$ cat config.mk
export PLATFORM = sky130hd
export DESIGN_NAME = utf8_validate_and_repair
export DESIGN_NICKNAME = d
export VERILOG_FILES = /design/src/rtl/core/utf8vr_pkg.sv /design/src/rtl/core/utf8_validate_and_repair.sv /design/src/rtl/core/utf8vr_scan.sv /design/src/rtl/core/utf8vr_emit.sv
export VERILOG_INCLUDE_DIRS = /design/src /design/src/rtl/core
export SDC_FILE = /design/constraint.sdc
export NUM_CORES = 1
export LEC_CHECK = 0
export BUFFER_PORTS_ARGS = -buffer_cell sky130_fd_sc_hd__clkbuf_2
export CORE_MARGIN = 2
export CORE_UTILIZATION = 35
export DETAILED_ROUTE_END_ITERATION = 10
export PLACE_DENSITY = 0.63
export SYNTH_ARGS = -nofsm -noshare
export SYNTH_HDL_FRONTEND = slang
export SYNTH_SLANG_ARGS = --single-unit
export TNS_END_PERCENT = 1
$ cat constraint.sdc
create_clock -name clk -period 6.9 [get_ports clk]
set_clock_uncertainty 0.15 [all_clocks]
set_input_delay 1.035 -clock clk [delete_from_list [all_inputs] [get_ports clk]]
set_output_delay 1.035 -clock clk [all_outputs]
set_load 0.01 [all_outputs]
$ cat src/rtl/core/utf8_validate_and_repair_macros.svh
// ----------------------------------------------------------------------------
// UTF-8 validate and repair: assertion macros
// Shared concurrent assertion forms for the repair datapath.
// ----------------------------------------------------------------------------
`ifndef UTF8_VALIDATE_AND_REPAIR_MACROS_SVH
`define UTF8_VALIDATE_AND_REPAIR_MACROS_SVH

// Same-cycle implication, disabled during reset.
`define UTF8VR_ASSERT_IMPL(name, clk, rst_n, ante, cons, msg) \
    name: assert property (@(posedge clk) disable iff (!rst_n) (ante) |-> (cons)) \
        else $error(msg);

// Next-cycle implication, disabled during reset.
`define UTF8VR_ASSERT_NEXT(name, clk, rst_n, ante, cons, msg) \
    name: assert property (@(posedge clk) disable iff (!rst_n) (ante) |=> (cons)) \
        else $error(msg);

`endif

$ cat src/rtl/core/utf8vr_pkg.sv
// ----------------------------------------------------------------------------
// UTF-8 validate and repair: package
// Shared types, byte-class masks and the replacement character encoding.
// ----------------------------------------------------------------------------
package utf8vr_pkg;

    localparam int unsigned HELD_DEPTH = 3;
    localparam int unsigned MAX_TOKENS = 4;

    localparam logic [7:0] ASCII_MAX   = 8'h7F;
    localparam logic [7:0] MASK_2BIT   = 8'hC0;
    localparam logic [7:0] MASK_3BIT   = 8'hE0;
    localparam logic [7:0] MASK_4BIT   = 8'hF0;
    localparam logic [7:0] MASK_5BIT   = 8'hF8;
    localparam logic [7:0] CONT_CODE   = 8'h80;
    localparam logic [7:0] LEAD2_CODE  = 8'hC0;
    localparam logic [7:0] LEAD3_CODE  = 8'hE0;
    localparam logic [7:0] LEAD4_CODE  = 8'hF0;

    // U+FFFD encoded as UTF-8
    localparam logic [7:0] REPL_BYTE0  = 8'hEF;
    localparam logic [7:0] REPL_BYTE1  = 8'hBF;
    localparam logic [7:0] REPL_BYTE2  = 8'hBD;

    localparam logic [1:0] SUB_FIRST   = 2'd0;
    localparam logic [1:0] SUB_SECOND  = 2'd1;
    localparam logic [1:0] SUB_THIRD   = 2'd2;

    // One output unit: a literal byte or a full replacement character
    typedef struct packed {
        logic       repl;
        logic [7:0] data;
    } tok_t;

    // All output units caused by one input byte
    typedef struct packed {
        tok_t [MAX_TOKENS-1:0] tok;
        logic [2:0]            ntok;
        logic                  text_end;
    } burst_t;

    function automatic logic [7:0] repl_byte(input logic [1:0] sub);
        logic [7:0] res;
        case (sub)
            SUB_FIRST:  res = REPL_BYTE0;
            SUB_SECOND: res = REPL_BYTE1;
            SUB_THIRD:  res = REPL_BYTE2;
            default:    res = REPL_BYTE2;
        endcase
        return res;
    endfunction

endpackage

$ cat src/rtl/core/utf8_validate_and_repair.sv
// ----------------------------------------------------------------------------
// UTF-8 validate and repair: top level
// Repair a UTF-8 byte stream, replacing every bad byte with U+FFFD.
// ----------------------------------------------------------------------------
// Usage:
//   Slave channel (s_*) carries the input text one byte per transaction;
//   s_tlast marks the last byte of a text. Master channel (m_*) carries the
//   repaired text one byte per transaction; m_tuser[0] marks the last byte
//   caused by one input transaction and m_tlast the last byte of the text.
//   Path: an input byte that yields output passes through the input
//   register, the burst register and the output register before it
//   appears on m_tdata. A lead or middle byte of a valid sequence is
//   held and comes out with the byte that completes it.
//   Throughput: one input transaction per cycle while each yields at most
//   one output byte and m_tready stays high. An input transaction that
//   yields N output bytes (up to twelve: three held bytes plus the new
//   one, each as a three-byte U+FFFD) occupies the emitter while they
//   leave one by one; the next input byte waits in the input register
//   and s_tready stays low meanwhile.
//   Reset clears the held byte count and need state and empties every stage.
//   When the receiver stalls (m_tready low) the output byte holds, the
//   emitter and input register fill, and s_tready drops.
// ----------------------------------------------------------------------------
`include "utf8_validate_and_repair_macros.svh"

module utf8_validate_and_repair
(
    input  logic        clk,
    input  logic        rst_n,
    // input byte stream
    input  logic        s_tvalid,
    output logic        s_tready,
    input  logic [7:0]  s_tdata,   // [7:0] in_byte
    input  logic        s_tlast,   // in_end
    // repaired byte stream
    output logic        m_tvalid,
    input  logic        m_tready,
    output logic [7:0]  m_tdata,   // [7:0] out_byte
    output logic        m_tlast,   // text_end
    output logic [0:0]  m_tuser    // [0] run_last
);

    logic               in_valid_reg;
    logic [7:0]         in_byte_reg;
    logic               in_end_reg;
    logic               burst_ready;
    logic               consume;
    utf8vr_pkg::burst_t burst;

    // Hand the registered byte to the scanner once the emitter can take its burst
    assign consume  = in_valid_reg && burst_ready;
    assign s_tready = !in_valid_reg || burst_ready;

    always_ff @(posedge clk or negedge rst_n)
    begin
        if (!rst_n)
            in_valid_reg <= 1'b0;
        else if (s_tvalid && s_tready)
            in_valid_reg <= 1'b1;
        else if (consume)
            in_valid_reg <= 1'b0;
    end

    always_ff @(posedge clk)
    begin
        if (s_tvalid && s_tready)
        begin
            in_byte_reg <= s_tdata;
            in_end_reg  <= s_tlast;
        end
    end

    // Classify the byte against held state and build its output burst
    utf8vr_scan u_scan
    (
        .clk     (clk),
        .rst_n   (rst_n),
        .in_byte (in_byte_reg),
        .in_end  (in_end_reg),
        .take    (consume),
        .burst   (burst)
    );

    // Serialize bursts into the output register
    utf8vr_emit u_emit
    (
        .clk         (clk),
        .rst_n       (rst_n),
        .burst       (burst),
        .load        (consume),
        .burst_ready (burst_ready),
        .m_tvalid    (m_tvalid),
        .m_tready    (m_tready),
        .m_tdata     (m_tdata),
        .m_tlast     (m_tlast),
        .m_tuser     (m_tuser)
    );

    // End of text always closes a run
    `UTF8VR_ASSERT_IMPL(a_end_closes_run, clk, rst_n, m_tvalid && m_tlast, m_tuser[0], "text end without run end")
    // An end-of-text byte always yields output
    `UTF8VR_ASSERT_IMPL(a_end_yields, clk, rst_n, consume && in_end_reg, burst.ntok != 3'd0, "end of text produced no bytes")
    // Bytes of one run leave without gaps
    `UTF8VR_ASSERT_NEXT(a_run_contiguous, clk, rst_n, m_tvalid && m_tready && !m_tuser[0], m_tvalid, "gap inside a run")

endmodule

$ cat src/rtl/core/utf8vr_scan.sv
// ----------------------------------------------------------------------------
// UTF-8 validate and repair: scanner
// Hold partial sequences and turn each input byte into a burst of units.
// ----------------------------------------------------------------------------
module utf8vr_scan
(
    input  logic                clk,
    input  logic                rst_n,
    input  logic [7:0]          in_byte,
    input  logic                in_end,
    input  logic                take,
    output utf8vr_pkg::burst_t  burst
);

    logic [7:0] held_bytes_reg [utf8vr_pkg::HELD_DEPTH];
    logic [1:0] held_count_reg;
    logic [1:0] held_count_next;
    logic [1:0] need_reg;
    logic [1:0] need_next;

    logic       is_cont;
    logic       is_ascii;
    logic [1:0] need_fresh;
    logic       held_any;
    logic       complete;
    logic       append;
    logic       fresh_hold;
    logic       fresh_repl;
    logic [2:0] cnt_ext;

    always_comb
    begin
        is_cont  = (in_byte & utf8vr_pkg::MASK_2BIT) == utf8vr_pkg::CONT_CODE;
        is_ascii = in_byte <= utf8vr_pkg::ASCII_MAX;
        if ((in_byte & utf8vr_pkg::MASK_3BIT) == utf8vr_pkg::LEAD2_CODE)
            need_fresh = 2'd1;
        else if ((in_byte & utf8vr_pkg::MASK_4BIT) == utf8vr_pkg::LEAD3_CODE)
            need_fresh = 2'd2;
        else if ((in_byte & utf8vr_pkg::MASK_5BIT) == utf8vr_pkg::LEAD4_CODE)
            need_fresh = 2'd3;
        else
            need_fresh = 2'd0;

        held_any   = held_count_reg != 2'd0;
        complete   = held_any && is_cont && need_reg == 2'd1;
        append     = held_any && is_cont && need_reg != 2'd1;
        fresh_hold = !(held_any && is_cont) && !is_ascii && need_fresh != 2'd0 && !in_end;
        fresh_repl = !(held_any && is_cont) && !is_ascii && !(need_fresh != 2'd0 && !in_end);
        cnt_ext    = {1'b0, held_count_reg};
    end

    // Build the burst: held units first, then the unit for the new byte
    always_comb
    begin
        for (int i = 0; i < utf8vr_pkg::MAX_TOKENS; i++)
        begin
            if (3'(i) < cnt_ext)
                burst.tok[i].data = held_bytes_reg[i[1:0]];
            else
                burst.tok[i].data = in_byte;
            if (append)
                burst.tok[i].repl = 1'b1;
            else if (complete)
                burst.tok[i].repl = 1'b0;
            else
                burst.tok[i].repl = (3'(i) < cnt_ext) || fresh_repl;
        end

        if (complete)
            burst.ntok = cnt_ext + 3'd1;
        else if (append)
            burst.ntok = in_end ? cnt_ext + 3'd1 : 3'd0;
        else
            burst.ntok = cnt_ext + (fresh_hold ? 3'd0 : 3'd1);
        burst.text_end = in_end;
    end

    always_comb
    begin
        held_count_next = 2'd0;
        need_next       = 2'd0;
        if (append && !in_end)
        begin
            held_count_next = held_count_reg + 2'd1;
            need_next       = need_reg - 2'd1;
        end
        else if (fresh_hold)
        begin
            held_count_next = 2'd1;
            need_next       = need_fresh;
        end
    end

    always_ff @(posedge clk or negedge rst_n)
    begin
        if (!rst_n)
        begin
            held_count_reg <= 2'd0;
            need_reg       <= 2'd0;
        end
        else if (take)
        begin
            held_count_reg <= held_count_next;
            need_reg       <= need_next;
        end
    end

    // Held byte storage, no reset: only entries below the count are read
    always_ff @(posedge clk)
    begin
        if (take && append && !in_end)
            held_bytes_reg[held_count_reg] <= in_byte;
        else if (take && fresh_hold)
            held_bytes_reg[0] <= in_byte;
    end

endmodule

$ cat src/rtl/core/utf8vr_emit.sv
// ----------------------------------------------------------------------------
// UTF-8 validate and repair: emitter
// Walk a burst one byte per cycle into the output register while m_tready allows.
// ----------------------------------------------------------------------------
module utf8vr_emit
(
    input  logic                clk,
    input  logic                rst_n,
    input  utf8vr_pkg::burst_t  burst,
    input  logic                load,
    output logic                burst_ready,
    output logic                m_tvalid,
    input  logic                m_tready,
    output logic [7:0]          m_tdata,
    output logic                m_tlast,
    output logic [0:0]          m_tuser
);

    utf8vr_pkg::burst_t burst_reg;
    logic               busy_reg;
    logic [1:0]         tok_idx_reg;
    logic [1:0]         sub_idx_reg;
    logic               out_valid_reg;
    logic [7:0]         out_byte_reg;
    logic               out_run_last_reg;
    logic               out_text_end_reg;

    utf8vr_pkg::tok_t   cur_tok;
    logic [7:0]         cur_byte;
    logic               tok_last;
    logic               burst_last;
    logic               advance;

    always_comb
    begin
        cur_tok    = burst_reg.tok[tok_idx_reg];
        cur_byte   = cur_tok.repl ? utf8vr_pkg::repl_byte(sub_idx_reg) : cur_tok.data;
        tok_last   = !cur_tok.repl || sub_idx_reg == utf8vr_pkg::SUB_THIRD;
        burst_last = tok_last && ({1'b0, tok_idx_reg} == burst_reg.ntok - 3'd1);
        advance    = busy_reg && (!out_valid_reg || m_tready);
        burst_ready = !busy_reg || (advance && burst_last);
    end

    always_ff @(posedge clk or negedge rst_n)
    begin
        if (!rst_n)
        begin
            busy_reg      <= 1'b0;
            tok_idx_reg   <= 2'd0;
            sub_idx_reg   <= utf8vr_pkg::SUB_FIRST;
            out_valid_reg <= 1'b0;
        end
        else
        begin
            if (load && burst.ntok != 3'd0)
            begin
                busy_reg    <= 1'b1;
                tok_idx_reg <= 2'd0;
                sub_idx_reg <= utf8vr_pkg::SUB_FIRST;
            end
            else if (advance)
            begin
                if (burst_last)
                    busy_reg <= 1'b0;
                if (tok_last)
                begin
                    tok_idx_reg <= tok_idx_reg + 2'd1;
                    sub_idx_reg <= utf8vr_pkg::SUB_FIRST;
                end
                else
                    sub_idx_reg <= sub_idx_reg + 2'd1;
            end

            if (advance)
                out_valid_reg <= 1'b1;
            else if (m_tready)
                out_valid_reg <= 1'b0;
        end
    end

    always_ff @(posedge clk)
    begin
        if (load)
            burst_reg <= burst;
        if (advance)
        begin
            out_byte_reg     <= cur_byte;
            out_run_last_reg <= burst_last;
            out_text_end_reg <= burst_last && burst_reg.text_end;
        end
    end

    assign m_tvalid   = out_valid_reg;
    assign m_tdata    = out_byte_reg;
    assign m_tlast    = out_text_end_reg;
    assign m_tuser[0] = out_run_last_reg;

endmodule
Word level (Yosys, flattened, before mapping)
Memories as Yosys holds them, arrays and structs flattened.
Cells that the tools add are included.
{ "word_totals": {"memories": 1, "word_cells": 136, "regBits": 70, "input_bits": 13, "ramBits": 24} }
{ "classes": {"mux": 44, "n_addsub": 7, "n_eq_ne": 9, "n_reduce_logical": 47, "n_lt_le_gt_ge": 6} }
{ "mem_list": {"columns": ["name", "words", "width", "rd", "rd_ports_with_merged_regs", "wr", "line", "rtl"], "rows": [
  ["u_scan.held_bytes_reg", 3, 8, 4, 0, 1, "utf8vr_scan.sv:15", "logic [7:0] held_bytes_reg [utf8vr_pkg::HELD_DEPTH];"]
]} }
{ "op_table": {"columns": ["operator", "count"], "rows": [
  ["$mux 8", 6],
  ["$mux 2", 13],
  ["$logic_and 1x1->1", 19],
  ["$mux 1", 19],
  ["$bmux 9 s2", 1],
  ["$pmux 7 s2", 1],
  ["$reduce_bool 2->1", 7],
  ["$mux 3", 3],
  ["$mux 9", 1],
  ["$le 8x7->1 const B", 1],
  ["$logic_not 1->1", 8],
  ["$logic_or 1x1->1", 8],
  ["$reduce_or 8->1", 1],
  ["$add 2x1->2 const B", 3],
  ["$eq 5x5->1 const B", 1],
  ["$eq 2x1->1 const B", 2],
  ["$eq 2x2->1 const B", 2],
  ["$eq 4x4->1 const B", 1],
  ["$lt 1x2->1 const A", 2],
  ["$lt 2x2->1 const A", 2],
  ["$reduce_and 2->1", 2],
  ["$add 2x1->3 const B", 1],
  ["$add 2x3->3", 1],
  ["$eq 2x3->1", 1],
  ["other kinds (7)", 7]
]} }

Longest topological paths before layout
Gate-level depths: netlist of the first run.
{ "logic_depth": {"word_depth": 15, "ltp_mapped": 9} }

By module
From an unflattened synthesis of the first run, not the netlist that was laid out.
{ "hier_totals": {"hier_cells": 250, "hier_area_um2": 4035.1} }
{ "by_module_without_submodules": {"columns": ["module", "area_per_inst_um2", "cells_per_inst", "instances"], "rows": [
  ["utf8vr_emit", 2224.6, 119, 1],
  ["utf8vr_scan", 1480.2, 117, 1],
  ["utf8_validate_and_repair", 330.3, 14, 1]
]} }

Worst setup path after synthesis of the first run
OpenSTA, ideal clock, no wires.
{ "synth_path": {"kind": "register to register", "from": "register u_scan.held_count_reg[1]", "to": "memory u_scan.held_bytes_reg[0][0], enable pin", "synth_period_minus_slack_ps": 3109, "required_ps": 6367, "arrival_ps": 2576, "stages_incl_launch_ff": 8, "path_slack_ps": 3791, "setup_time_ps": 383, "cell_sequence": "dfrtp_1 > clkbuf_1 > clkbuf_1 > inv_1 > ha_1 > or4_1 > o31a_1 > nor3_1"} }
{ "synth_via": {"elab_chain_cells": 12, "elab_cells_between_ends": 18, "cone_classes": "mux (7); reduce/logical (11)"} }
{ "synth_lines": {"columns": ["item", "line", "rtl"], "rows": [
  ["start, declared", "utf8vr_scan.sv:16", "logic [1:0] held_count_reg;"],
  ["start signal, assigned", "utf8vr_scan.sv:103", "held_count_reg <= held_count_next;"],
  ["$reduce_bool 2->1", "utf8vr_scan.sv:44", "held_any = held_count_reg != 2'd0;"],
  ["$logic_and 1x1->1", "utf8vr_scan.sv:46, utf8vr_scan.sv:47", null],
  ["$logic_not 1->1", "utf8vr_scan.sv:47", "fresh_hold = !(held_any && is_cont) && !is_ascii && need_fresh != 2'd0 && !in_end;"],
  ["$logic_and 1x1->1 (3 in series)", "utf8vr_scan.sv:47", null],
  ["$logic_and 1x1->1", "utf8vr_scan.sv:113", "else if (take && fresh_hold)"],
  ["$mux 1", "utf8vr_scan.sv:113", null],
  ["$mux 1", "utf8vr_scan.sv:111", "if (take && append && !in_end)"],
  ["$mux 1 (not written as such)", "utf8vr_scan.sv:114", "held_bytes_reg[0] <= in_byte;"],
  ["$reduce_or 8->1 (no source line)", null, null],
  ["$mux 2 (no source line) / $mux 1 (equally long branches)", null, null],
  ["end, declared", "utf8vr_scan.sv:15", null]
]} }
Several ways; a longest one is shown, not always the timed one.

Worst setup path in the final report of the first run
{ "layout_path": {"from": "register u_emit.tok_idx_reg[0]", "to": "output s_tready"} }
{ "layout_via": {"elab_chain_cells": 8, "elab_cells_between_ends": 9, "cone_classes": "eq/ne (1); mux (2); reduce/logical (6)"} }
{ "layout_lines": {"columns": ["item", "line", "rtl"], "rows": [
  ["start, declared", "utf8vr_emit.sv:21", "logic [1:0] tok_idx_reg;"],
  ["start signal, assigned", "utf8vr_emit.sv:67", "tok_idx_reg <= tok_idx_reg + 2'd1;"],
  ["$bmux 9 s2", "utf8vr_emit.sv:36", "cur_tok = burst_reg.tok[tok_idx_reg];"],
  ["$mux 9 (not written as such)", "utf8vr_emit.sv:36", null],
  ["$logic_not 1->1", "utf8vr_emit.sv:38", "tok_last = !cur_tok.repl || sub_idx_reg == utf8vr_pkg::SUB_THIRD;"],
  ["$logic_or 1x1->1", "utf8vr_emit.sv:38", null],
  ["$logic_and 1x1->1 (*)", "utf8vr_emit.sv:39", "burst_last = tok_last && ({1'b0, tok_idx_reg} == burst_reg.ntok - 3'd1);"],
  ["$logic_and 1x1->1 (*)", "utf8vr_emit.sv:41", "burst_ready = !busy_reg || (advance && burst_last);"],
  ["$logic_or 1x1->1 (*)", "utf8vr_emit.sv:41", null],
  ["$logic_or 1x1->1 (*)", "utf8_validate_and_repair.sv:52", "assign s_tready = !in_valid_reg || burst_ready;"],
  ["end, declared", "utf8_validate_and_repair.sv:32", "output logic s_tready,"]
]} }
Every way passes the cells marked *; elsewhere a longest branch is shown, timed or not. The select of a mux whose other input is x is not followed.

==> run metrics, run 1 <==
clock latency of the later-clocked register in the worst-skew pair=340 ps; combinational share of power=0.268; PnR worst setup slack=3331 ps; endpoint of the worst hold-timing path=u_emit.m_tlast; initial antenna violation count=0; worst slew pin tran=995.6 ps; number of core rows=39; DR vias/cell=4.868; die span in y=111.7 um; grt ovf=0; net count of the finished layout=298; Reg-to-Reg Start=u_scan.held_count_reg[1]; clock power share=0.257; post-detailed-route count of antenna-violating nets=0; ratio of final minimum period to clock period=0.5172; biggest cell delay along the critical path=820 ps; area fraction in compound gates after synthesis=0.05275; total number of vias=2059; DIE WIDTH=111.7 um; warnings from Yosys=0; CTS tree=built; main area contributors after synthesis=sky130_fd_sc_hd__edfxtp_1 (61%), sky130_fd_sc_hd__dfrtp_1 (6.8%), sky130_fd_sc_hd__mux2_2 (6.1%); beginning of the worst hold path=u_emit.burst_reg[0]; part of the power in registers=0.475; Main synth FF type=sky130_fd_sc_hd__edfxtp_1; class of the most critical hold timing path=reg2reg; post-synthesis adder-cell area fraction=0.03085; Seq cells post-synth=94; CP Cell Sequence=mux2_4, a22o_4, o31a_1, nand2_1, clkbuf_2; unrepaired setup endpoints after global routing=false; number of max-slew violations in the final report=0; layout cells sized above 1=0.2964; layout overhead on the synthesized area=13.23%; class of the most critical setup path=reg2out; root buffer cell=sky130_fd_sc_hd__clkbuf_16; Buf/Inv on CP=1; number of input and output port buffers inserted=24; Rel. slew slack=0.3349; fraction of synthesized cell area in xor and xnor cells=0.006477; first-pass iteration count of the detailed router=4; time the final worst path needs with I/O delays and setup=3569 ps; Tot GR Track Use=0.1171; cell depth of the worst flop-to-flop path=5; maximum clock path buffer count=2; simple-gate share of the synthesized area=0.06878; number of distinct standard cells referenced by the synthesized netlist=42; max reg flops=40; Starting DRT DRC Count=132; sort of element at the start of the critical path=flop; capture instance of the worst register-to-register path=u_scan.held_bytes_reg[0][5]; CTS Hold Buffers Added=0; fraction of post-synthesis cell area in the top cell type by area=0.6144; final standard cell area without fillers=4593 um2; share of async-settable or async-resettable flops after synthesis=0.1170; Post-Syn Nets=271; Int Power=1256 uW; count of maximum capacitance violations=0; antenna diode instance count=0; library cell with the highest instance count after synthesis=sky130_fd_sc_hd__edfxtp_1; Reg clk slew, reported paths=70 ps; cell type with the largest total area after synthesis=sky130_fd_sc_hd__edfxtp_1; status=complete, no violations; area of the mapped netlist=4056 um2; Power per Cell Area=393.9 nW/um2; area taken by multi-input logic gates=1189 um2; fraction of synthesized area in multiplexers=0.1342; most frequent cells after synthesis=sky130_fd_sc_hd__edfxtp_1 (83), sky130_fd_sc_hd__mux2_2 (22), sky130_fd_sc_hd__inv_1 (13), sky130_fd_sc_hd__nand2_1 (13); worst endpoint required time=5710 ps; area of all sequential standard cells=2768 um2; H-tree levels=3; Boundary Pins=25; Place WS=3550 ps; die outline area=12470 um2; Worst R2R Setup Slack=3530 ps; starting utilization of the core area=0.3568; maximum fanout along the worst path=14; number of enable flip-flop cells after synthesis=83; setup tns final=0 ps; cell type of the slowest stage on the worst timing path=sky130_fd_sc_hd__dfrtp_1; Placed Area=4312 um2; vias in the first global route=2003; number of cells upsized or downsized after cts=0; post-detailed-placement half-perimeter wirelength=4792 um; final hold slack=371.3 ps; final hold viol count=0; DRT Wirelength=6897 um; pin count of the biggest net entering global routing=38; sequential fraction of the synthesis area=0.6823; maximum ir drop on the vdd rail=0.1498 mV; GPL Wtd Cong=0.7555; fill cell instance count of the final layout=1055; largest family of logic cells by synthesized area=multiplexers; leakage power of the design=0.001617 uW; setup violation total in the final timing report=0; switching power as a share of total power=0.3060; total clock sinks=94; post-detailed-route DRC marker count=0; crit path capture type=output port; arrival time at the worst endpoint=2380 ps; highest clock frequency the design can meet=280.2 MHz; number of cells traversed by the worst hold path=1; Placeable Area=11370 um2; per-instance average area after synthesis=16.36 um2; Post-Route Utilization=0.4040; # Post-CTS Setup Buffers=0; wire length of the first global-routing pass=11060 um; total CTS buffers=9; cell type group with the largest total delay on the critical path=flip-flops; Sw Pwr=553.7 uW; gate count after technology mapping=248; Routed wire per std cell=16.30 um
## cell usage in the layout, fill, tap and decap left out, types with 2 or more instances in the layout
master	Yosys	layout
sky130_fd_sc_hd__o31a_1	2	2
sky130_fd_sc_hd__a21oi_1	4	4
sky130_fd_sc_hd__edfxtp_1	83	83
sky130_fd_sc_hd__mux4_2	8	8
sky130_fd_sc_hd__nor2_1	11	11
sky130_fd_sc_hd__clkbuf_2	0	24
sky130_fd_sc_hd__a22oi_1	4	4
sky130_fd_sc_hd__nand2_1	13	13
sky130_fd_sc_hd__inv_1	13	13
sky130_fd_sc_hd__nor2b_1	2	2
sky130_fd_sc_hd__clkbuf_16	0	9
sky130_fd_sc_hd__or2_2	5	5
sky130_fd_sc_hd__dfrtp_1	11	11
sky130_fd_sc_hd__inv_6	0	2
sky130_fd_sc_hd__nor3_1	2	2
sky130_fd_sc_hd__nand2b_1	3	3
sky130_fd_sc_hd__clkinvlp_4	0	2
sky130_fd_sc_hd__mux2_2	22	22
sky130_fd_sc_hd__xor2_1	2	2
sky130_fd_sc_hd__mux2i_1	6	6
sky130_fd_sc_hd__a21o_1	2	2
sky130_fd_sc_hd__ha_1	10	10
sky130_fd_sc_hd__nand4_1	2	2
sky130_fd_sc_hd__o21ai_0	8	8
sky130_fd_sc_hd__nand3_1	4	4
sky130_fd_sc_hd__mux2_4	3	3
sky130_fd_sc_hd__and4_1	2	2
sky130_fd_sc_hd__or3_1	2	2
## worst register-to-register path: stages (launching register included)
cell and delay, ps:
sky130_fd_sc_hd__dfrtp_1 680, sky130_fd_sc_hd__inv_1 120, sky130_fd_sc_hd__ha_1 390, sky130_fd_sc_hd__or4_1 630, sky130_fd_sc_hd__o31a_1 270, sky130_fd_sc_hd__nor3_1 750
## worst max path at each step
stage,end,cells after the start,slack [ps],startpoint
finish,s_tready,5,3330,u_emit.tok_idx_reg[0]
global route,s_tready,5,3180,u_emit.tok_idx_reg[0]
floorplan,u_scan.held_bytes_reg[0][0],7,3790,u_scan.held_count_reg[1]
detailed placement,u_scan.held_bytes_reg[0][2],5,3550,u_scan.held_count_reg[1]
global placement,u_scan.held_bytes_reg[0][0],5,3610,u_scan.held_count_reg[1]
CTS,s_tready,5,3260,u_emit.tok_idx_reg[0]
## layer usage
metal  part of all wire  track usage
met4              0.019      0.05926
met1               0.49       0.1708
met2               0.45       0.1657
met5                  0            0
met3              0.033      0.02450
## layout make-up
class                   count  share of cell area
flip-flops and latches     94              0.6026
multi-input cells         132              0.2588
clock buffers              10             0.04985
well taps                 143             0.03895
repair buffers             25             0.02779
clock inverters             6             0.01144
inverters                  13             0.01062
## power by group through the flow
stage / clock (uW) / combinational [uW] / sequential [uW]
final: 465 / 485 / 859
after global routing: 501 / 537 / 878
after floorplan: 0 / 408 / 829
after CTS: 477 / 494 / 863
after detailed placement: 0 / 490 / 875
after global placement: 0 / 485 / 872
## kinds of logic after synthesis
| kind of cell | after synthesis |
|---|---|
| AO/OA/AOI/OAI | 27 |
| XOR/XNOR | 3 |
| adder cells (fa/ha/maj) | 10 |
| buffers and inverters | 22 |
| flip-flops | 94 |
| multiplexers | 40 |
| AND/OR/NAND/NOR | 52 |
## metrics by stage
step	power [uW]	cells
floorplan	1237	248
global placement	1358	407
detailed placement	1366	407
CTS	1834	423
global route	1916	423
finish	1809	423
Note: power is estimated with default switching activity, not from simulation.
==> run 2, diff against run 1 <==
- clock period: 6.9 -> 3.5 ns (I/O delays scaled with it)
==> run 2 against run 1 <==
  * Critical path depth increased by 1
  * Worst hold slack worse by 170 ps
  * Final area grew 1.4%
  * Via count rose by 1.8%
  * Largest power group unchanged
  * Sequential share of layout area down 0.86 points
  * Non-clock buffer count increased by 6
  * Register-to-register slack worse by 3000 ps
==> run metrics, run 2 (synthesized netlist as in run 1, its figures left out) <==
# Post-CTS Setup Buffers=0 (unchanged); post-detailed-route count of antenna-violating nets=0 (unchanged); number of standard cells in the layout, taps in and fillers out=429 (+1.4%); net count of the finished layout=304 (+2.0%); biggest cell delay along the critical path=690 ps (-130 ps); most frequent standard cell in the layout excluding fill and tap cells=sky130_fd_sc_hd__edfxtp_1; pin count of the biggest net entering global routing=49 (+29%); Metal-1 WL=3452 um (+1.4%); worst slew pin tran=584.5 ps (-411.1 ps); status=complete, no violations; arrival time at the worst endpoint=2840 ps (+460 ps); Worst R2R Setup Slack=560 ps (-2970 ps); number of cells upsized or downsized after cts=0 (unchanged); vias in the first global route=2175 (+8.6%); time the final worst path needs with I/O delays and setup=2936 ps; CP Cell Sequence=inv_1, ha_1, or4_1, o31a_1, nor3_1, buf_4; setup tns final=0 ps (unchanged); crit path capture type=flop; GPL Wtd Cong=0.7910 (+4.7%); CTS tree=built; first element of the critical path=u_scan.held_count_reg[1]; DRT Wirelength=7134 um (+3.4%); Reg-to-Reg Start=u_scan.held_count_reg[1]; cell type of the slowest stage on the worst timing path=sky130_fd_sc_hd__dfrtp_1; Rel. slew slack=0.6103 (+0.2754); Tot GR Track Use=0.1232 (+0.006138); Reg clk slew, reported paths=70 ps (about the same); clock latency of the later-clocked register in the worst-skew pair=340 ps (about the same); total number of vias=2096 (+1.8%); number of max-slew violations in the final report=0 (unchanged); final hold slack=198.8 ps (-172.4 ps); maximum clock path buffer count=2 (unchanged); DR vias/cell=4.886 (+0.37%); layout cells sized above 1=0.3112 (+0.01476); unrepaired setup endpoints after global routing=false; grt ovf=0 (unchanged); final hold viol count=0 (unchanged); worst endpoint required time=3400 ps (-2310 ps); DIE WIDTH=111.7 um (unchanged); number of core rows=39 (unchanged); capture instance of the worst register-to-register path=u_scan.held_bytes_reg[0][7]; initial antenna violation count=0 (unchanged); H-tree levels=3 (unchanged); number of input and output port buffers inserted=24 (unchanged); Starting DRT DRC Count=159 (+20%); post-detailed-route DRC marker count=0 (unchanged); highest routing layer actually used=met4; switching power as a share of total power=0.3122 (+0.006164); maximum ir drop on the vdd rail=0.2789 mV (+86%); total stage count of the critical path=6 (+1); met2 wire length=3287 um (+5.0%); class of the most critical hold timing path=in2reg; leakage power of the design=0.001664 uW (+2.9%); max reg flops=40 (unchanged); cell type group with the largest total delay on the critical path=simple AND/OR/NAND/NOR gates; total CTS buffers=9 (unchanged); cell depth of the worst flop-to-flop path=6 (+1); ratio of final minimum period to clock period=0.8390; total clock sinks=94 (unchanged); most used cells in the layout excluding fill and tap cells=sky130_fd_sc_hd__edfxtp_1 (83), sky130_fd_sc_hd__clkbuf_2 (24), sky130_fd_sc_hd__mux2_2 (22), sky130_fd_sc_hd__inv_1 (13), sky130_fd_sc_hd__nand2_1 (13); layout overhead on the synthesized area=14.87%; part of the power in registers=0.457 (-0.018); root buffer cell=sky130_fd_sc_hd__clkbuf_16; Sw Pwr=1137 uW (+110%); antenna diode instance count=0 (unchanged); die outline area=12470 um2 (unchanged); Routed wire per std cell=16.63 um (+2.0%); starting utilization of the core area=0.3568 (unchanged); Routed met3 length=270 um (+18%); Power per Cell Area=781.8 nW/um2 (+98%); sort of element at the start of the critical path=flop; first-pass iteration count of the detailed router=4 (unchanged); wire length of the first global-routing pass=11900 um (+7.5%); Buf/Inv on CP=2 (+1); Int Power=2506 uW (+100%); CTS Hold Buffers Added=1 (+1); maximum fanout along the worst path=17 (+3); combinational share of power=0.283 (+0.015); worst setup path endpoint=u_scan.held_bytes_reg[0][7]; count of maximum capacitance violations=0 (unchanged); Placeable Area=11370 um2 (unchanged); total placed cells including tap cells=412 (+1.2%); class of the most critical setup path=reg2reg; setup violation total in the final timing report=0 (unchanged); highest clock frequency the design can meet=340.6 MHz; die span in y=111.7 um (unchanged); Boundary Pins=25 (unchanged); clock power share=0.261 (+0.004); post-detailed-placement half-perimeter wirelength=4753 um (-0.81%)
[run 2: changes by cell type in the layout (fill, tap and decap cells not counted), sizes merged]
| cell | delta |
|---|---|
| buf | +5 |
| clkbuf | -1 |
| clkinv | +2 |
| clkinvlp | -2 |
| dlygate4sd3 | +1 |
| inv | +1 |
[run 2: power by group through the flow]
stage / clock [uW] / combinational [uW] / sequential, uW
2_1_floorplan: 0 / 804 / 1630
3_3_place_gp: 0 / 1020 / 1680
3_5_place_dp: 0 / 1040 / 1690
4_1_cts: 968 / 1050 / 1670
5_1_grt: 1020 / 1130 / 1690
6_report: 950 / 1030 / 1660
[run 2: worst reg2reg max path, stage by stage, from the launching register on]
cell	delay (ps)
sky130_fd_sc_hd__dfrtp_1	690
sky130_fd_sc_hd__inv_1	140
sky130_fd_sc_hd__ha_1	410
sky130_fd_sc_hd__or4_1	650
sky130_fd_sc_hd__o31a_1	270
sky130_fd_sc_hd__nor3_1	140
sky130_fd_sc_hd__buf_4	200
[run 2: worst min-delay path by stage]
stage          startpoint            endpoint  slack (ps)  cells after the start
2_1_floorplan       rst_n        in_valid_reg          80                      0
3_3_place_gp        rst_n  u_scan.need_reg[1]         280                      1
3_5_place_dp        rst_n  u_scan.need_reg[1]         290                      1
4_1_cts        s_tdata[0]      in_byte_reg[0]         190                      1
5_1_grt        s_tdata[0]      in_byte_reg[0]         190                      1
6_report       s_tdata[0]      in_byte_reg[0]         200                      1
[run 2: per-layer routing]
metal  vias to the layer above  global-route usage
met3                         9             0.02831
met5                         -                   0
met2                        46              0.1846
met4                         0             0.05185
li1                       1010                   -
met1                      1031              0.1735
[run 2: through the flow]
step	util	power, uW	instance area [um2]	setup WS, ps
2_1_floorplan	-	2439	4056	390.5
3_3_place_gp	0.3836	2702	4362	689.4
3_5_place_dp	0.3836	2726	4362	584.5
4_1_cts	0.4098	3684	4659	569.7
5_1_grt	0.4098	3846	4659	442.4
6_report	0.4098	3643	4659	563.7
[run 2: final cells by class]
type / count / area [um2]
clock inverter: 7 / 62.56
fill: 1039 / 6710
sequential: 94 / 2768
inverter: 13 / 48.80
tap: 143 / 178.9
clock buffer: 9 / 225.2
multi-input combinational: 132 / 1189
timing repair buffer: 31 / 187.7
==> run 3, diff against run 2 <==
- clock period: 3.5 -> 3.1 ns (I/O delays scaled with it)
==> run 3 against run 2 <==
  * Worst hold slack got worse by 45 ps
  * Highest routed layer unchanged
  * Combinational power is 14% higher
  * Via count decreased by 0.72%
  * Final cell count increased by 0.47%
  * Register-to-register slack lost 110 ps
  * Final area rose by 0.72%
  * Largest power group unchanged
  * Routed wire length is 5.8% lower
  * Critical endpoint is now s_tready
==> run metrics, run 3 (synthesized netlist as in run 1, its figures left out) <==
pin count of the biggest net entering global routing=46 (-6.1%); combinational share of power=0.279 (-0.004); count of maximum capacitance violations=0 (unchanged); switching power as a share of total power=0.2902 (-0.02200); Reg-to-Reg Start=u_emit.tok_idx_reg[0]; Power per Cell Area=892.3 nW/um2 (+14%); initial antenna violation count=0 (unchanged); clock latency of the later-clocked register in the worst-skew pair=330 ps (about the same); setup violation total in the final timing report=0 (unchanged); most used cells in the layout excluding fill and tap cells=sky130_fd_sc_hd__edfxtp_1 (83), sky130_fd_sc_hd__clkbuf_2 (24), sky130_fd_sc_hd__mux2_2 (22), sky130_fd_sc_hd__inv_1 (13), sky130_fd_sc_hd__nand2_1 (13); grt ovf=0 (unchanged); time the final worst path needs with I/O delays and setup=2665 ps; crit path capture type=output port; antenna diode instance count=0 (unchanged); Placeable Area=11370 um2 (unchanged); number of core rows=39 (unchanged); net count of the finished layout=306 (+0.66%); biggest cell delay along the critical path=500 ps (-190 ps); post-detailed-placement half-perimeter wirelength=4590 um (-3.4%); worst endpoint required time=2480 ps (-920 ps); unrepaired setup endpoints after global routing=false; most frequent standard cell in the layout excluding fill and tap cells=sky130_fd_sc_hd__edfxtp_1; capture instance of the worst register-to-register path=u_emit.burst_reg[29]; DIE WIDTH=111.7 um (unchanged); total number of vias=2081 (-0.72%); starting utilization of the core area=0.3568 (unchanged); highest clock frequency the design can meet=375.2 MHz; layout overhead on the synthesized area=15.70%; die outline area=12470 um2 (unchanged); Starting DRT DRC Count=101 (-36%); Sw Pwr=1215 uW (+6.9%); post-detailed-route DRC marker count=0 (unchanged); worst slew pin tran=563.5 ps (-21.06 ps); number of input and output port buffers inserted=24 (unchanged); CP Cell Sequence=mux2_4, a22o_4, o31a_1, nand2_1, clkbuf_2; CTS tree=built; ratio of final minimum period to clock period=0.8598; post-detailed-route count of antenna-violating nets=0 (unchanged); H-tree levels=3 (unchanged); Reg clk slew, reported paths=60 ps (about the same); worst setup path endpoint=s_tready; max reg flops=40 (unchanged); # Post-CTS Setup Buffers=0 (unchanged); clock power share=0.275 (+0.014); maximum ir drop on the vdd rail=0.3371 mV (+21%); first element of the critical path=u_emit.tok_idx_reg[0]; DRT Wirelength=6720 um (-5.8%); total CTS buffers=9 (unchanged); Worst R2R Setup Slack=450 ps (-110 ps); vias in the first global route=2140 (-1.6%); part of the power in registers=0.446 (-0.011); class of the most critical setup path=reg2out; Routed wire per std cell=15.59 um (-6.2%); sort of element at the start of the critical path=flop; CTS Hold Buffers Added=1 (unchanged); class of the most critical hold timing path=in2reg; GPL Wtd Cong=0.7820 (-1.1%); number of max-slew violations in the final report=0 (unchanged); Boundary Pins=25 (unchanged); status=complete, no violations; root buffer cell=sky130_fd_sc_hd__clkbuf_16; Rel. slew slack=0.6244 (+0.01404); Post-Route Utilization=0.4128 (+0.002971); Tot GR Track Use=0.1166 (-0.006639); layout cells sized above 1=0.3125 (+0.001311); number of cells upsized or downsized after cts=0 (unchanged); die span in y=111.7 um (unchanged); final hold viol count=0 (unchanged); maximum fanout along the worst path=9 (-8); setup tns final=0 ps (unchanged); wire length of the first global-routing pass=11320 um (-4.8%); cell depth of the worst flop-to-flop path=4 (-2); cell type of the slowest stage on the worst timing path=sky130_fd_sc_hd__dfrtp_1; total clock sinks=94 (unchanged); fill cell instance count of the final layout=1039 (unchanged); first-pass iteration count of the detailed router=4 (unchanged); Int Power=2973 uW (+19%); DR vias/cell=4.828 (-1.2%); leakage power of the design=0.001677 uW (+0.82%); maximum clock path buffer count=2 (unchanged); arrival time at the worst endpoint=2050 ps (-790 ps)
run 3: how the worst min path moves through the flow:
stage	from	cells past startpoint	slack [ps]	endpoint
CTS	s_tdata[1]	1	150	in_byte_reg[1]
floorplan	rst_n	0	20	in_valid_reg
global placement	rst_n	1	230	u_scan.held_count_reg[0]
finish	s_tdata[1]	1	150	in_byte_reg[1]
global route	s_tdata[7]	1	140	in_byte_reg[7]
detailed placement	rst_n	1	230	u_scan.held_count_reg[0]
run 3: area by class of cell:
class | instances | area [um2] | share of cell area
clock inverter | 7 | 88.84 | 0.01893
clock buffer | 9 | 225.2 | 0.04799
inverter | 13 | 48.80 | 0.01040
multi-input combinational | 132 | 1194 | 0.2543
timing repair buffer | 33 | 190.2 | 0.04052
tap | 143 | 178.9 | 0.03812
sequential | 94 | 2768 | 0.5897
run 3: worst max-delay path, delay by kind of cell, from the launching register on:
family	cells	cell delay [ps]
AOI/OAI and AO/OA	2	650
DFF	1	500
muxes	1	340
buffers and inverters	1	120
and+or+nand+nor	1	100
run 3: metal layers:
metal  up-vias  part of all wire  routed length (um)  GRT usage
li1       1015                 -                   -          -
met5         -                 0                   0          0
met2        48              0.44                2953     0.1661
met3         8             0.038                 256    0.02014
met1      1010              0.50                3382     0.1726
met4         0             0.019                 127    0.05761
run 3: per-stage QoR:
step           cell area (um2)  cells  power [uW]  hold WS (ps)  setup slack (ps)
5_1_grt                   4693    431        4429         144.3             333.7
4_1_cts                   4693    431        4235         147.3             410.7
2_1_floorplan             4061    248        2755         19.41             230.8
3_5_place_dp              4369    414        3074         229.3             447.5
3_3_place_gp              4369    414        3042         225.0             511.2
6_report                  4693    431        4188         153.6             434.7
run 3: power by group through the flow:
stage,registers [uW],clock network [uW],logic [uW]
6_report,1870,1150,1170
5_1_grt,1900,1230,1300
4_1_cts,1870,1180,1190
3_5_place_dp,1900,0,1170
3_3_place_gp,1890,0,1150
2_1_floorplan,1850,0,910
